<file path="config.mk">
export PLATFORM = sky130hd
export DESIGN_NAME = two_level_feedback_queue_scheduler_unit
export DESIGN_NICKNAME = d
export VERILOG_FILES = /design/src/rtl/tlfq_pkg.sv /design/src/rtl/tlfq_fifo.sv /design/src/rtl/two_level_feedback_queue_scheduler_unit.sv
export VERILOG_INCLUDE_DIRS = /design/src /design/src/rtl
export SDC_FILE = /design/constraint.sdc
export NUM_CORES = 1
export LEC_CHECK = 0
export BUFFER_PORTS_ARGS = -buffer_cell sky130_fd_sc_hd__buf_2
export CAP_MARGIN = 20
export CORE_AREA = 4 4 276 278
export CTS_CLUSTER_SIZE = 8
export DETAILED_ROUTE_END_ITERATION = 10
export DIE_AREA = 0 0 280 282
export GPL_TIMING_DRIVEN = 0
export PLACE_DENSITY = 0.86
export REMOVE_ABC_BUFFERS = 1
export SETUP_SLACK_MARGIN = 0.3
export SLEW_MARGIN = 0
export SYNTH_ARGS = -nofsm -noshare
export SYNTH_HDL_FRONTEND = slang
export SYNTH_SLANG_ARGS = --single-unit
export TNS_END_PERCENT = 20
</file>
<file path="constraint.sdc">
create_clock -name clk -period 17.45 [get_ports clk]
set_clock_uncertainty 0.15 [all_clocks]
set_input_delay 0.8725 -clock clk [delete_from_list [all_inputs] [get_ports clk]]
set_output_delay 0.8725 -clock clk [all_outputs]
set_load 0.02 [all_outputs]
</file>
<file path="src/rtl/two_level_feedback_queue_scheduler_unit_defines.svh">
// assertion helpers for the scheduler
`ifndef TWO_LEVEL_FEEDBACK_QUEUE_SCHEDULER_UNIT_DEFINES_SVH
`define TWO_LEVEL_FEEDBACK_QUEUE_SCHEDULER_UNIT_DEFINES_SVH

// same-cycle implication
`define TLFQ_ASSERT_NOW(label, ante, cons, msg) \
    label: assert property (@(posedge clk) disable iff (!rst_n) (ante) |-> (cons)) \
        else $error(msg);

// next-cycle implication
`define TLFQ_ASSERT_NEXT(label, ante, cons, msg) \
    label: assert property (@(posedge clk) disable iff (!rst_n) (ante) |=> (cons)) \
        else $error(msg);

`endif

</file>
<file path="src/rtl/tlfq_pkg.sv">
package tlfq_pkg;

    localparam int MAX_PROCS = 16;
    localparam int PTR_W     = $clog2(MAX_PROCS);
    localparam int CNT_W     = $clog2(MAX_PROCS + 1);

    localparam logic CMD_ENQUEUE  = 1'b0;
    localparam logic CMD_DISPATCH = 1'b1;

    localparam logic LEVEL_ONE = 1'b0;
    localparam logic LEVEL_TWO = 1'b1;

    localparam logic [15:0] SLICE_RESET = 16'd4;

    typedef enum logic [2:0] {
        ST_ENQUEUED = 3'd0,
        ST_FULL     = 3'd1,
        ST_RAN      = 3'd2,
        ST_DONE     = 3'd3,
        ST_IDLE     = 3'd4
    } status_t;

    typedef struct packed {
        logic [15:0] id;
        logic [15:0] left;
    } entry_t;

    typedef struct packed {
        logic   push;
        logic   pop;
        entry_t entry;
    } fifo_ctl_t;

    // wrap a pointer sum that stays below twice the depth
    function automatic logic [PTR_W-1:0] wrap_ptr(input logic [CNT_W:0] sum);
        logic [CNT_W:0] w;
        begin
            if (sum >= (CNT_W+1)'(MAX_PROCS))
            begin
                w = sum - (CNT_W+1)'(MAX_PROCS);
            end
            else
            begin
                w = sum;
            end
            return w[PTR_W-1:0];
        end
    endfunction

endpackage

</file>
<file path="src/rtl/tlfq_fifo.sv">
module tlfq_fifo (
    input  logic                        clk,
    input  logic                        rst_n,
    input  tlfq_pkg::fifo_ctl_t         ctl,
    output tlfq_pkg::entry_t            head_entry,
    output logic [tlfq_pkg::CNT_W-1:0]  count
);

    tlfq_pkg::entry_t                  mem [tlfq_pkg::MAX_PROCS];
    logic [tlfq_pkg::PTR_W-1:0]        head_reg;
    logic [tlfq_pkg::PTR_W-1:0]        head_next;
    logic [tlfq_pkg::CNT_W-1:0]        count_reg;
    logic [tlfq_pkg::CNT_W-1:0]        count_next;
    logic [tlfq_pkg::PTR_W-1:0]        tail;

    assign tail = tlfq_pkg::wrap_ptr({1'b0, {(tlfq_pkg::CNT_W-tlfq_pkg::PTR_W){1'b0}}, head_reg}
                                     + {1'b0, count_reg});

    always_comb
    begin
        head_next  = head_reg;
        count_next = count_reg;
        if (ctl.pop)
        begin
            head_next = tlfq_pkg::wrap_ptr(
                {1'b0, {(tlfq_pkg::CNT_W-tlfq_pkg::PTR_W){1'b0}}, head_reg}
                + (tlfq_pkg::CNT_W+1)'(1));
        end
        if (ctl.push && !ctl.pop)
        begin
            count_next = count_reg + tlfq_pkg::CNT_W'(1);
        end
        else if (ctl.pop && !ctl.push)
        begin
            count_next = count_reg - tlfq_pkg::CNT_W'(1);
        end
    end

    always_ff @(posedge clk or negedge rst_n)
    begin
        if (!rst_n)
        begin
            head_reg  <= '0;
            count_reg <= '0;
        end
        else
        begin
            head_reg  <= head_next;
            count_reg <= count_next;
        end
    end

    always_ff @(posedge clk)
    begin
        if (ctl.push)
        begin
            mem[tail] <= ctl.entry;
        end
    end

    assign head_entry = mem[head_reg];
    assign count      = count_reg;

endmodule

</file>
<file path="src/rtl/two_level_feedback_queue_scheduler_unit.sv">
// channel  | direction | handshake             | payload
// cfg      | in        | cfg_valid / cfg_ready | cfg_data (time slice)
// in       | in        | in_valid / in_ready   | cmd, proc_id, burst_len
// out      | out       | out_valid / out_ready | status, served_id, served_level,
//          |           |                       | slice_used, time_left, clock_now
//
// one beat per cycle sustained unless the output stalls; each beat is held in
// the input register, which feeds single-pass queue logic whose state updates
// as the result register loads, so the next command sees it at once
// a stalled output holds one result while the input register keeps one more
// reset empties both queues, clears the clock and sets the time slice to 4
`include "two_level_feedback_queue_scheduler_unit_defines.svh"

module two_level_feedback_queue_scheduler_unit (
    input  logic        clk,
    input  logic        rst_n,
    input  logic        cfg_valid,
    output logic        cfg_ready,
    input  logic [15:0] cfg_data,
    input  logic        in_valid,
    output logic        in_ready,
    input  logic        cmd,
    input  logic [15:0] proc_id,
    input  logic [15:0] burst_len,
    output logic        out_valid,
    input  logic        out_ready,
    output logic [2:0]  status,
    output logic [15:0] served_id,
    output logic        served_level,
    output logic [15:0] slice_used,
    output logic [15:0] time_left,
    output logic [31:0] clock_now
);

    logic        s1_valid_reg;
    logic        s1_cmd_reg;
    logic [15:0] s1_id_reg;
    logic [15:0] s1_burst_reg;
    logic        s1_adv;

    logic [15:0] slice_reg;
    logic [31:0] elapsed_reg;
    logic [31:0] elapsed_next;

    logic              out_valid_reg;
    tlfq_pkg::status_t status_reg;
    tlfq_pkg::status_t status_next;
    logic [15:0]       id_reg;
    logic [15:0]       id_next;
    logic              level_reg;
    logic              level_next;
    logic [15:0]       used_reg;
    logic [15:0]       used_next;
    logic [15:0]       left_reg;
    logic [15:0]       left_next;

    tlfq_pkg::fifo_ctl_t          l1_ctl;
    tlfq_pkg::fifo_ctl_t          l2_ctl;
    tlfq_pkg::entry_t             l1_head;
    tlfq_pkg::entry_t             l2_head;
    logic [tlfq_pkg::CNT_W-1:0]   l1_count;
    logic [tlfq_pkg::CNT_W-1:0]   l2_count;
    logic [tlfq_pkg::CNT_W:0]     total;
    logic                         full;

    tlfq_pkg::entry_t served;
    logic [15:0]      quantum;
    logic [15:0]      used;
    logic [15:0]      remain;
    logic [32:0]      clock_sum;

    logic                         slots_ok;
    logic                         idle_dispatch;
    logic                         is_idle;
    logic                         enq_accept;
    logic [tlfq_pkg::CNT_W-1:0]   l1_inc;

    tlfq_fifo u_level_one (
        .clk        (clk),
        .rst_n      (rst_n),
        .ctl        (l1_ctl),
        .head_entry (l1_head),
        .count      (l1_count)
    );

    tlfq_fifo u_level_two (
        .clk        (clk),
        .rst_n      (rst_n),
        .ctl        (l2_ctl),
        .head_entry (l2_head),
        .count      (l2_count)
    );

    assign s1_adv    = s1_valid_reg && (!out_valid_reg || out_ready);
    assign in_ready  = !s1_valid_reg || s1_adv;
    assign cfg_ready = 1'b1;

    assign total   = {1'b0, l1_count} + {1'b0, l2_count};
    assign full    = total >= (tlfq_pkg::CNT_W+1)'(tlfq_pkg::MAX_PROCS);
    assign served  = (l1_count != '0) ? l1_head : l2_head;
    assign quantum = (slice_reg == 16'd0) ? 16'd1 : slice_reg;
    assign used    = (quantum < served.left) ? quantum : served.left;
    assign remain  = served.left - used;
    assign clock_sum = {1'b0, elapsed_reg} + {17'd0, used};

    always_comb
    begin
        l1_ctl       = '0;
        l2_ctl       = '0;
        status_next  = tlfq_pkg::ST_IDLE;
        id_next      = 16'd0;
        level_next   = tlfq_pkg::LEVEL_ONE;
        used_next    = 16'd0;
        left_next    = 16'd0;
        elapsed_next = elapsed_reg;
        case (s1_cmd_reg)
            tlfq_pkg::CMD_ENQUEUE:
            begin
                l1_ctl.entry = '{id: s1_id_reg, left: s1_burst_reg};
                if (full)
                begin
                    status_next = tlfq_pkg::ST_FULL;
                end
                else
                begin
                    status_next = tlfq_pkg::ST_ENQUEUED;
                    l1_ctl.push = s1_adv;
                end
            end
            tlfq_pkg::CMD_DISPATCH:
            begin
                l2_ctl.entry = '{id: served.id, left: remain};
                if (l1_count != '0 || l2_count != '0)
                begin
                    id_next      = served.id;
                    used_next    = used;
                    left_next    = remain;
                    elapsed_next = clock_sum[32] ? 32'hFFFF_FFFF : clock_sum[31:0];
                    if (l1_count != '0)
                    begin
                        level_next = tlfq_pkg::LEVEL_ONE;
                        l1_ctl.pop = s1_adv;
                    end
                    else
                    begin
                        level_next = tlfq_pkg::LEVEL_TWO;
                        l2_ctl.pop = s1_adv;
                    end
                    if (remain == 16'd0)
                    begin
                        status_next = tlfq_pkg::ST_DONE;
                    end
                    else
                    begin
                        status_next = tlfq_pkg::ST_RAN;
                        l2_ctl.push = s1_adv;
                    end
                end
            end
            default:
            begin
                status_next = tlfq_pkg::ST_IDLE;
            end
        endcase
    end

    always_ff @(posedge clk or negedge rst_n)
    begin
        if (!rst_n)
        begin
            s1_valid_reg  <= 1'b0;
            out_valid_reg <= 1'b0;
            slice_reg     <= tlfq_pkg::SLICE_RESET;
            elapsed_reg   <= 32'd0;
        end
        else
        begin
            if (in_ready)
            begin
                s1_valid_reg <= in_valid;
            end
            if (s1_adv)
            begin
                out_valid_reg <= 1'b1;
                elapsed_reg   <= elapsed_next;
            end
            else if (out_ready)
            begin
                out_valid_reg <= 1'b0;
            end
            if (cfg_valid && cfg_ready)
            begin
                slice_reg <= cfg_data;
            end
        end
    end

    always_ff @(posedge clk)
    begin
        if (in_valid && in_ready)
        begin
            s1_cmd_reg   <= cmd;
            s1_id_reg    <= proc_id;
            s1_burst_reg <= burst_len;
        end
        if (s1_adv)
        begin
            status_reg <= status_next;
            id_reg     <= id_next;
            level_reg  <= level_next;
            used_reg   <= used_next;
            left_reg   <= left_next;
        end
    end

    assign out_valid    = out_valid_reg;
    assign status       = status_reg;
    assign served_id    = id_reg;
    assign served_level = level_reg;
    assign slice_used   = used_reg;
    assign time_left    = left_reg;
    assign clock_now    = elapsed_reg;

    assign slots_ok      = total <= (tlfq_pkg::CNT_W+1)'(tlfq_pkg::MAX_PROCS);
    assign idle_dispatch = s1_adv && s1_cmd_reg == tlfq_pkg::CMD_DISPATCH
                           && l1_count == '0 && l2_count == '0;
    assign is_idle       = status_reg == tlfq_pkg::ST_IDLE;
    assign enq_accept    = s1_adv && s1_cmd_reg == tlfq_pkg::CMD_ENQUEUE && !full;
    assign l1_inc        = l1_count + tlfq_pkg::CNT_W'(1);

    `TLFQ_ASSERT_NOW(a_shared_slots, 1'b1, slots_ok, "slots oversubscribed")
    `TLFQ_ASSERT_NOW(a_ready_when_drained, !out_valid_reg, in_ready, "input stalled when drained")
    `TLFQ_ASSERT_NEXT(a_idle_report, idle_dispatch, is_idle && $stable(elapsed_reg), "idle missed")
    `TLFQ_ASSERT_NEXT(a_enqueue_count, enq_accept, l1_count == $past(l1_inc), "enqueue lost")

endmodule
</file>
==> out/results.tsv <==
stage	metric	value	unit
cells_and_area	stdcell_count	3994	
job	maxCapViolations	0	
power_and_ir_drop	ir_drop	0.1565	mV
timing	fmax	77.36	MHz
detailed_routing	drtAntennaViolNets	0	
place	dp_slack	5.499	ns
global_routing	grt_pass1_vias	30570	
detailed_routing	wl_per_cell	37.27	um
timing	min_period	12.93	ns
floorplanning	fp.dieH	282	um
timing	hold_viol	0	
min_path	hp-class	input port to flop	
power_and_ir_drop	report.power.total	11.99	mW
detailed_routing	drt-initial-drc-count	5126	
floorplanning	num_rows	100	
min_path	min_path_cells	1	
detailed_routing	dr.pass1.iters	7	
cells_and_area	syn_to_final_growth	16.06	%
synth	seq_area_frac_synth	0.7134	
critical_path	crit_start	u_level_one.count[0]	
min_path	holdPathEnd	s1_id_reg[2]	
critical_path	slowest_delay	1.00	ns
synth	synth.avg_cell_area	18.36	um^2
cells_and_area	drive_gt1_frac	0.2825	
critical_path	reg2reg_slack	4.52	ns
place	io_buffer_count	139	
synth	synthCells	2672	
place	dp_cells	3751	
floorplanning	io_pins	141	
floorplanning	coreArea	73950	um^2
synth	mappedNetlistArea	49070	um^2
detailed_routing	wirelength	148900	um
synth	ys.flop_type	edfxtp_1	
timing	slew_violations	0	
critical_path	critPathKind	flop to flop	
timing	rsz0062_at_grt	false	
critical_path	cpMaxStageDelayCell	a31o_1	
synth	synth-async-reset-ratio	0.05777	
power_and_ir_drop	p_leak	19.28	nW
critical_path	worstPathArrival	13.40	ns
cts	cts.sinks	1177	
timing	relSlewSlack	0.1190	
critical_path	reg2regPathDepth	35	
detailed_routing	vias_per_cell	7.550	
global_routing	busiest_layer	met2	
global_routing	met2_usage	0.6284	
global_routing	grt_pass1_wl	213600	um
synth	yosys_warnings	0	
cts	cts_tree	yes	
global_routing	grt_max_degree	69	
power_and_ir_drop	power_density	210.5	nW/um^2
global_routing	track_usage	0.3819	
critical_path	start_kind	flop	
cells_and_area	nets	3080	
min_path	hp-start	proc_id[2]	
global_routing	antenna_found_initial	9	
detailed_routing	drc	0	
critical_path	required	17.93	ns
synth	synth_top_area_frac	0.6787	
global_routing	met3_usage	0.1051	
timing	setup_viol	0	
timing	finalWorstSetupSlack	4.524	ns
cts	post_cts_resize_count	0	
status	outcome	completed	
cts	cts_made_buffers	165	
cts	htreeDepth	4	
cts	post-cts-setup-buffers	0	
place	place_congestion	0.9352	
timing	min_period_over_period	0.7408	
synth	synth_edf_count	1109	
critical_path	crit_path_max_fanout	22	
synth	synth.distinct_cells	100	
cts	clkLatencyLatePin	0.77	ns
critical_path	reg2reg_to	u_level_two.count[4]	
synth	synthTopCellsByArea	edfxtp_1 (68%), mux4_2 (13%), dfrtp_1 (3.4%)	
global_routing	overflow	0	
detailed_routing	via_count	30160	
cts	cts_root_buf	clkbuf_16	
global_routing	use_met1	0.4558	
synth	yosys.area.top_type	edfxtp_1	
critical_path	setup.worst_path.end_class	flop	
synth	ys_ff_latch	1177	
floorplanning	start_util	0.6635	
floorplanning	fp.dieArea	78960	um^2
place	post-dp-hpwl	80140	um
critical_path	r2r-start	u_level_one.count[0]	
cts	clk_path_buf_depth	3	
cts	cts_hold_buf	0	
floorplanning	die_w	280	um
critical_path	cpMostUsedCell	ha_1	
timing	worst_slew_pin_slew	1.314	ns
cts	path_clk_slew	0.06	ns
==> layout by cell type, fill, tap and decap left out, types with 16 or more instances in the layout <==
cell	synthesis	routed
xnor2_1	35	35
a22oi_1	18	18
clkbuf_1	68	28
mux2i_1	70	70
buf_12	0	18
nor2_4	0	17
nand4_1	19	19
xor2_1	18	18
clkbuf_16	0	165
nor2b_1	57	57
ha_1	45	45
edfxtp_1	1109	1109
buf_4	6	76
o21ai_0	52	52
mux2_2	22	22
mux4_2	276	276
nor3_1	33	24
dfrtp_1	67	59
a21o_1	17	17
nand3_1	40	40
inv_1	44	42
nor4_1	25	17
buf_6	13	33
a31oi_1	28	28
a21oi_1	66	66
nand2_1	128	128
and3_1	16	16
buf_2	27	139
nor2_1	111	93
and2_1	27	26
==> synth_stat cells, types with 5 or more instances <==
cell,n
edfxtp_1,1109
mux4_2,276
nand2_1,128
nor2_1,111
mux2i_1,70
clkbuf_1,68
dfrtp_1,67
a21oi_1,66
nor2b_1,57
o21ai_0,52
ha_1,45
inv_1,44
nand3_1,40
xnor2_1,35
nor3_1,33
buf_1,32
a31oi_1,28
and2_1,27
buf_2,27
nor4_1,25
mux2_2,22
nand4_1,19
a22oi_1,18
xor2_1,18
a21o_1,17
and3_1,16
or3_1,14
buf_6,13
nand2b_1,12
maj3_1,9
o211ai_1,9
o21ai_1,9
o22ai_1,8
o31a_1,8
a211oi_1,7
buf_4,6
nor3_2,6
o21a_1,6
o31ai_1,5
==> through the flow <==
stage	instance area (um^2)	hold WS (ns)	TNS, ns	util
6_report	56940	0.1140	0	0.7701
3_3_place_gp	50270	0.3246	-2565.80	0.6798
2_1_floorplan	48360	0.3069	0	-
4_1_cts	56720	0.09279	0	0.7670
5_1_grt	56930	0.09754	0	0.7699
3_5_place_dp	52070	0.3366	0	0.7042
==> how the worst max path moves through the flow <==
stage,cells after the start,to,slack (ns)
3_5_place_dp,35,u_level_two.count[4],5.50
4_1_cts,35,u_level_two.count[4],5.28
6_report,35,u_level_two.count[4],4.52
2_1_floorplan,27,u_level_two.mem[0][0],2.31
5_1_grt,35,u_level_two.count[4],4.42
3_3_place_gp,27,u_level_two.mem[0][19],-6.31
==> where the power goes <==
part | total [mW] | switching, mW | internal [mW] | leakage, nW
Clock | 2.97 | 1.26 | 1.71 | 2.23
Sequential | 4.15 | 0.292 | 3.86 | 11.0
Combinational | 4.86 | 3.13 | 1.73 | 6.05
Total | 12.0 | 4.68 | 7.31 | 19.3
==> final cells by class <==
cell class,count,area (um^2)
sequential,1177,35030
fill,3521,17000
multi-input combinational,1304,13430
clock buffer,193,4234
timing repair buffer,284,2444
tap,969,1212
clock inverter,16,411.6
inverter,45,168.9
antenna,6,15.01
==> worst max-delay path: cells and delay by family, from the launching register on <==
kind | cells | cell delay, ns
AND/OR/NAND/NOR | 13 | 5.96
flip-flops | 1 | 0.52
buffers and inverters | 5 | 0.84
AO/OA/AOI/OAI | 10 | 3.59
adder cells (fa/ha/maj) | 5 | 1.42
XOR/XNOR | 2 | 0.30
==> layer usage <==
metal | share of wire | up-vias
li1 | - | 11380
met1 | 0.31 | 14950
met2 | 0.50 | 2993
met3 | 0.12 | 826
met4 | 0.077 | 6
met5 | 0.00023 | -
==> cell families after synthesis <==
family	Yosys count	synth area share
multiplexers	371	0.1470
adder cells (fa/ha/maj)	62	0.01586
other	1	0.00007643
AND/OR/NAND/NOR	520	0.05477
XOR/XNOR	53	0.009461
buffers and inverters	191	0.01775
flip-flops	1177	0.7134
AO/OA/AOI/OAI	297	0.04167
(Power assumes the default switching activity.)
